==> config.mk <==
export PLATFORM = sky130hd
export DESIGN_NAME = three_field_decimal_frame_parser
export DESIGN_NICKNAME = d
export VERILOG_FILES = /design/src/sv/tfdp_pkg.sv /design/src/sv/tfdp_in_stage.sv /design/src/sv/tfdp_parser.sv /design/src/sv/three_field_decimal_frame_parser.sv
export SDC_FILE = /design/constraint.sdc
export NUM_CORES = 1
export LEC_CHECK = 0
export BUFFER_PORTS_ARGS = -buffer_cell sky130_fd_sc_hd__buf_2
export CORE_UTILIZATION = 62
export CTS_BUF_LIST = sky130_fd_sc_hd__clkbuf_4 sky130_fd_sc_hd__clkbuf_8
export DETAILED_ROUTE_END_ITERATION = 8
export GPL_TIMING_DRIVEN = 1
export MAX_ROUTING_LAYER = met4
export PLACE_DENSITY_LB_ADDON = 0.3
export SLEW_MARGIN = 20
export SYNTH_ARGS = -nofsm -noshare
export SYNTH_HDL_FRONTEND = slang
export SYNTH_SLANG_ARGS = --single-unit
==> constraint.sdc <==
create_clock -name clk -period 5.5 [get_ports clk]
set_input_delay 0.825 -clock clk [delete_from_list [all_inputs] [get_ports clk]]
set_output_delay 0.825 -clock clk [all_outputs]
set_load 0.02 [all_outputs]
==> src/sv/tfdp_pkg.sv <==
`default_nettype none

package tfdp_pkg;

  localparam logic [7:0] MARK_START = 8'h73;
  localparam logic [7:0] MARK_COMMA = 8'h2C;
  localparam logic [7:0] MARK_SLASH = 8'h2F;
  localparam logic [7:0] MARK_END   = 8'h65;
  localparam logic [7:0] CH_PLUS    = 8'h2B;
  localparam logic [7:0] CH_MINUS   = 8'h2D;
  localparam logic [7:0] CH_ZERO    = 8'h30;
  localparam logic [7:0] CH_NINE    = 8'h39;
  localparam logic [7:0] CH_SPACE   = 8'h20;
  localparam logic [7:0] CH_TAB     = 8'h09;
  localparam logic [7:0] CH_CR      = 8'h0D;

  localparam logic [15:0] MAG_CAP = 16'h8000;
  localparam logic [15:0] POS_MAX = 16'h7FFF;

  localparam logic [1:0] PH_IDLE   = 2'd0;
  localparam logic [1:0] PH_FIRST  = 2'd1;
  localparam logic [1:0] PH_SECOND = 2'd2;
  localparam logic [1:0] PH_THIRD  = 2'd3;

  localparam logic [1:0] ST_BLANK  = 2'd0;
  localparam logic [1:0] ST_SIGN   = 2'd1;
  localparam logic [1:0] ST_DIGITS = 2'd2;
  localparam logic [1:0] ST_DONE   = 2'd3;

  typedef struct packed {
    logic               fire;
    logic signed [15:0] first_length;
    logic signed [15:0] second_length;
    logic signed [15:0] third_length;
  } result_t;

  typedef struct packed {
    logic       valid;
    logic [7:0] rx_byte;
  } item_t;

  function automatic logic is_blank(input logic [7:0] c);
    return (c == CH_SPACE) || ((c >= CH_TAB) && (c <= CH_CR));
  endfunction

  function automatic logic is_digit(input logic [7:0] c);
    return (c >= CH_ZERO) && (c <= CH_NINE);
  endfunction

  function automatic logic [15:0] field_value(input logic neg, input logic [15:0] mag);
    logic [16:0] m;
    m = {1'b0, mag};
    if (neg) begin
      if (mag > MAG_CAP) begin
        m = {1'b0, MAG_CAP};
      end
      return 16'((17'h10000 - m) & 17'h0FFFF);
    end
    if (mag > POS_MAX) begin
      return POS_MAX;
    end
    return mag;
  endfunction

endpackage

`default_nettype wire

==> src/sv/tfdp_in_stage.sv <==
`default_nettype none

module tfdp_in_stage (
  input  wire logic            clk,
  input  wire logic            rst_n,
  input  wire logic            in_valid,
  output logic                 in_ready,
  input  wire logic [7:0]      in_rx_byte,
  input  wire logic            advance,
  output tfdp_pkg::item_t      item
);

  logic       valid_r;
  logic       valid_nxt;
  logic [7:0] byte_r;

  assign in_ready  = !valid_r || advance;
  assign valid_nxt = in_ready ? in_valid : valid_r;

  always_ff @(posedge clk) begin
    if (!rst_n) begin
      valid_r <= 1'b0;
    end else begin
      valid_r <= valid_nxt;
    end
  end

  always_ff @(posedge clk) begin
    if (in_ready && in_valid) begin
      byte_r <= in_rx_byte;
    end
  end

  assign item.valid   = valid_r;
  assign item.rx_byte = byte_r;

endmodule

`default_nettype wire

==> src/sv/tfdp_parser.sv <==
`default_nettype none

module tfdp_parser (
  input  wire logic             clk,
  input  wire logic             rst_n,
  input  wire logic             step,
  input  wire logic [7:0]       rx_byte,
  output tfdp_pkg::result_t     res
);

  logic [1:0]  phase_r, phase_nxt;
  logic [1:0]  stage_r, stage_nxt;
  logic        neg_r, neg_nxt;
  logic [15:0] mag_r, mag_nxt;
  logic [15:0] first_r, first_nxt;
  logic [15:0] second_r, second_nxt;
  logic [15:0] cur;
  logic [18:0] acc;
  logic        digit;
  logic        take;

  assign cur   = tfdp_pkg::field_value(neg_r, mag_r);
  assign digit = tfdp_pkg::is_digit(rx_byte);
  assign acc   = {mag_r, 3'b000} + {2'b00, mag_r, 1'b0}
               + {15'd0, 4'(rx_byte - tfdp_pkg::CH_ZERO)};

  always_comb begin
    phase_nxt  = phase_r;
    stage_nxt  = stage_r;
    neg_nxt    = neg_r;
    mag_nxt    = mag_r;
    first_nxt  = first_r;
    second_nxt = second_r;
    take       = 1'b0;
    res        = '0;
    if (rx_byte == tfdp_pkg::MARK_START) begin
      phase_nxt  = tfdp_pkg::PH_FIRST;
      first_nxt  = '0;
      second_nxt = '0;
      stage_nxt  = tfdp_pkg::ST_BLANK;
      neg_nxt    = 1'b0;
      mag_nxt    = '0;
    end else if (phase_r != tfdp_pkg::PH_IDLE) begin
      if (rx_byte == tfdp_pkg::MARK_COMMA) begin
        if (phase_r == tfdp_pkg::PH_FIRST) begin
          first_nxt = cur;
        end
        second_nxt = '0;
        phase_nxt  = tfdp_pkg::PH_SECOND;
        stage_nxt  = tfdp_pkg::ST_BLANK;
        neg_nxt    = 1'b0;
        mag_nxt    = '0;
      end else if (rx_byte == tfdp_pkg::MARK_SLASH) begin
        if (phase_r == tfdp_pkg::PH_FIRST) begin
          first_nxt  = cur;
          second_nxt = '0;
        end else if (phase_r == tfdp_pkg::PH_SECOND) begin
          second_nxt = cur;
        end
        phase_nxt = tfdp_pkg::PH_THIRD;
        stage_nxt = tfdp_pkg::ST_BLANK;
        neg_nxt   = 1'b0;
        mag_nxt   = '0;
      end else if (rx_byte == tfdp_pkg::MARK_END) begin
        res.fire          = 1'b1;
        res.first_length  = first_r;
        res.second_length = second_r;
        res.third_length  = '0;
        case (phase_r)
          tfdp_pkg::PH_FIRST: begin
            res.first_length  = cur;
            res.second_length = '0;
          end
          tfdp_pkg::PH_SECOND: begin
            res.second_length = cur;
          end
          default: begin
            res.third_length = cur;
          end
        endcase
        phase_nxt = tfdp_pkg::PH_IDLE;
        stage_nxt = tfdp_pkg::ST_BLANK;
        neg_nxt   = 1'b0;
        mag_nxt   = '0;
      end else begin
        case (stage_r)
          tfdp_pkg::ST_BLANK: begin
            if (tfdp_pkg::is_blank(rx_byte)) begin
              stage_nxt = stage_r;
            end else if (rx_byte == tfdp_pkg::CH_PLUS || rx_byte == tfdp_pkg::CH_MINUS) begin
              neg_nxt   = (rx_byte == tfdp_pkg::CH_MINUS);
              stage_nxt = tfdp_pkg::ST_SIGN;
            end else if (digit) begin
              take = 1'b1;
            end else begin
              stage_nxt = tfdp_pkg::ST_DONE;
            end
          end
          tfdp_pkg::ST_SIGN, tfdp_pkg::ST_DIGITS: begin
            if (digit) begin
              take = 1'b1;
            end else begin
              stage_nxt = tfdp_pkg::ST_DONE;
            end
          end
          default: begin
            stage_nxt = stage_r;
          end
        endcase
        if (take) begin
          mag_nxt   = (acc > {3'b000, tfdp_pkg::MAG_CAP}) ? tfdp_pkg::MAG_CAP : acc[15:0];
          stage_nxt = tfdp_pkg::ST_DIGITS;
        end
      end
    end
    if (!step) begin
      res.fire = 1'b0;
    end
  end

  always_ff @(posedge clk) begin
    if (!rst_n) begin
      phase_r  <= tfdp_pkg::PH_IDLE;
      stage_r  <= tfdp_pkg::ST_BLANK;
      neg_r    <= 1'b0;
      mag_r    <= '0;
      first_r  <= '0;
      second_r <= '0;
    end else if (step) begin
      phase_r  <= phase_nxt;
      stage_r  <= stage_nxt;
      neg_r    <= neg_nxt;
      mag_r    <= mag_nxt;
      first_r  <= first_nxt;
      second_r <= second_nxt;
    end
  end

endmodule

`default_nettype wire

==> src/sv/three_field_decimal_frame_parser.sv <==
`default_nettype none

// Channel  Direction  Ports
// in       input      in_valid, in_ready, in_rx_byte
// out      output     out_valid, out_ready, out_first_length, out_second_length,
//                     out_third_length
//
// One byte is accepted per cycle unless the output stalls; a result is registered once its 'e' byte is parsed.
// A byte passes an input register, one parse step and the result register.
// Synchronous active-low reset returns the parser to waiting for a start mark.
// A stalled result stalls the pipeline; input is still taken while a slot is free.

module three_field_decimal_frame_parser (
  input  wire logic               clk,
  input  wire logic               rst_n,
  input  wire logic               in_valid,
  output logic                    in_ready,
  input  wire logic [7:0]         in_rx_byte,
  output logic                    out_valid,
  input  wire logic               out_ready,
  output logic signed [15:0]      out_first_length,
  output logic signed [15:0]      out_second_length,
  output logic signed [15:0]      out_third_length
);

  tfdp_pkg::item_t   item;
  tfdp_pkg::result_t res;
  logic              advance;
  logic              out_valid_r;
  logic              out_valid_nxt;
  logic signed [15:0] first_r;
  logic signed [15:0] second_r;
  logic signed [15:0] third_r;

  assign advance = !out_valid_r || out_ready;

  tfdp_in_stage u_in_stage (
    .clk        (clk),
    .rst_n      (rst_n),
    .in_valid   (in_valid),
    .in_ready   (in_ready),
    .in_rx_byte (in_rx_byte),
    .advance    (advance),
    .item       (item)
  );

  tfdp_parser u_parser (
    .clk     (clk),
    .rst_n   (rst_n),
    .step    (advance && item.valid),
    .rx_byte (item.rx_byte),
    .res     (res)
  );

  assign out_valid_nxt = advance ? res.fire : out_valid_r;

  always_ff @(posedge clk) begin
    if (!rst_n) begin
      out_valid_r <= 1'b0;
    end else begin
      out_valid_r <= out_valid_nxt;
    end
  end

  always_ff @(posedge clk) begin
    if (advance && res.fire) begin
      first_r  <= res.first_length;
      second_r <= res.second_length;
      third_r  <= res.third_length;
    end
  end

  assign out_valid         = out_valid_r;
  assign out_first_length  = first_r;
  assign out_second_length = second_r;
  assign out_third_length  = third_r;

endmodule

`default_nettype wire

==> flow_summary.toml <==
[power_and_ir_drop]
ir_worst_vdd_mv = 0.149
p_leak_nw = 2.53
p_comb_share_pct = 2.0
p_per_area_nw_per_um2 = 199
switchingPower_uw = 335
p_seq_share_pct = 62.5
p_int_mw = 1.06
pwr-share-clk_pct = 35.5
swShare_pct = 24.0

[global_route]
overflow = 0
grt_max_degree = 37
grt_pass1_wl_mm = 25.3
antenna_found_initial = 0
first_global_vias = 5183
grtUsageTotal_pct = 29.7

[clocking]
cts_resized = 0
cts_tree = "built"
post-cts-setup-buffers = 0
hold_buffers = 0
clockBufferDepth = 2
clock_latency_ns = 0.38
htree_levels = 3
cts_made_buffers = 9
cts-root-buf = "clkbuf_8"
clk_pin_slew_ns = 0.10
cts_sinks = 111

[yosys]
synthArstFlopShare_pct = 0
yosysUniqueCellTypes = 78
syn_nets = 740
ys_warn_count = 0
ys.flop_type = "edfxtp_1"
ys_seq_area_share_pct = 43.0
netlist_instances = 689
synth_top_cell_by_area = "edfxtp_1"
synth_edf_count = 56
synth.top_cell.area_share_pct = 26.0
synth.ff_latch_count = 111
netlist_area_um2 = 6470
synth_area_per_cell_um2 = 9.39
synth_common_cells = "nor2_1, edfxtp_1, dfxtp_1"
synth_top_cells_by_area = "edfxtp_1, dfxtp_1, ha_1"
yosysMostFrequentCell = "nor2_1"

[placed_design]
dpl.hpwl_mm = 11.5
gp_congestion = 0.935
port_buffers = 61
dpl.cell_count = 847
place_ws_ns = 1.80

[sta]
tightest_slew_ns = 1.03
period_share_pct = 69.0
hold_slack_ns = 0.494
period_minus_slack_ns = 3.79
skew_ns = 0.0183
slew_headroom_pct = 31.2
maxClockFrequency_mhz = 264
tns_ns = 0
drv_slew = 0
setup_slack_ns = 1.71
finalSetupViolCount = 0
hold_violations = 0
rsz0062_at_grt = "false"

[critical_path]
critPathLaunchType = "flip-flop"
path_cells = "inv_1 -> fa_1 -> inv_1 -> ha_1 -> a211oi_1 -> o211ai_2 -> and4b_2 -> nor3_1 -> nand2b_1 -> o41a_1 -> o31ai_1"
crit_type = "reg -> reg"
cp.arrival_ns = 4.07
cpPeakStageDelay_ns = 0.57
path_buf_inv = 2
crit_path_frequent_cell = "inv_1"
cp.required_ns = 5.77
path_delay_family = "compound AO/OA/AOI/OAI gates"
path_max_fanout = 9
end_kind = "flip-flop"
cpMaxStageDelayCell = "fa_1"

[worst_hold_path]
hp-class = "reg -> reg"

[detailed_routing]
wl_per_cell_um = 17.7
viasPerCell = 6.42
drc = 0
postRouteAntennaNets = 0
drt-total-wl_mm = 15.3
vias = 5543
drt_iter0_markers = 392
drtPass1Iterations = 6

[flow_run]
drv_cap = 0

[die]
die_h_um = 104
start_util_pct = 65.0
rows = 36
die-area_um2 = 10800
chipWidth_um = 104
core_area_um2 = 9950
io_pins = 62

[outcome]
outcome = "finished, final reports clean"

[layout]
fin_cells = 863
drive_gt1_share_pct = 14.4
n_antenna_cell = 0
area_growth_pct = 8.41
final_util_pct = 70.5
nets = 776
## cells in the final DEF (no fill, tap or decap), types with 25 or more instances in the layout
cell type	synthesis	layout
nor2_1	90	89
o21ai_0	32	31
dfxtp_1	55	55
edfxtp_1	56	56
buf_2	5	61
ha_1	37	36
nand2_1	40	40
inv_1	31	31
a22oi_1	43	43
a21oi_1	33	33
nand3_1	25	25
## cell families after synthesis
logic type / after synthesis / share of synthesized area, %
simple gates: 254 / 19.9
flops: 111 / 43.0
fa+ha+maj: 39 / 7.78
mux: 19 / 2.96
compound gates: 187 / 20.6
buf+inv: 70 / 4.55
xor+xnor: 9 / 1.22
## state kept, by name (all words and copies together), names as in the netlist
| signal | flops |
|---|---|
| u_parser.stage_r | 2 |
| out_second_length | 16 |
| u_in_stage.byte_r | 8 |
| out_first_length | 16 |
| u_parser.mag_r | 16 |
| out_third_length | 16 |
| u_parser.first_r | 16 |
| u_in_stage.valid_r | 1 |
| u_parser.second_r | 16 |
| u_parser.neg_r | 1 |
| u_parser.phase_r | 2 |
| out_valid | 1 |
## layout make-up
cell class                      instances  area, um^2
Multi-Input combinational cell        508        3400
Fill cell                             750        2940
Sequential cell                       111        2780
Timing Repair Buffer                   63         333
Tap cell                              133         166
Clock buffer                            9         124
Inverter                               32         120
Clock inverter                          7        83.8
## path summary, 6_finish.rpt
check                                startpoint                                 end  slack, ns  cells after the start
min reg2reg  u_parser.second_r[10]$_SDFFE_PN0P_  u_parser.second_r[10]$_SDFFE_PN0P_       0.49                      2
max              u_parser.mag_r[2]$_SDFFE_PN0P_      u_parser.mag_r[6]$_SDFFE_PN0P_       1.71                     11
min          u_parser.second_r[10]$_SDFFE_PN0P_  u_parser.second_r[10]$_SDFFE_PN0P_       0.49                      2
max reg2reg      u_parser.mag_r[2]$_SDFFE_PN0P_      u_parser.mag_r[6]$_SDFFE_PN0P_       1.71                     11
## through the flow
step	power, mW	cell area [um^2]
after floorplan	0.907	6470
after global placement	0.915	6780
after detailed placement	0.916	6800
after CTS	1.39	7010
after global routing	1.43	7010
final	1.39	7010
## per-layer routing
metal	track usage, %	vias up	wire (um)
li1	-	2640	-
met2	49.6	224	7510
met3	4.14	40	932
met1	36.7	2639	6420
met4	11.4	0	441
met5	-	-	0
## power groups by stage
stage / Combinational, mW / Sequential [mW] / Clock (mW)
after floorplan: 0.0209 / 0.886 / 0
after global placement: 0.0253 / 0.889 / 0
after detailed placement: 0.0265 / 0.890 / 0
after CTS: 0.0267 / 0.871 / 0.493
after global routing: 0.0297 / 0.872 / 0.531
final: 0.0272 / 0.871 / 0.495
## worst min-delay path, cell delays in order, from the launching register on
cell	delay [ns]
dfxtp_1	0.33
nand2_1	0.07
a21oi_1	0.06
Note: power is estimated with default switching activity, not from simulation.
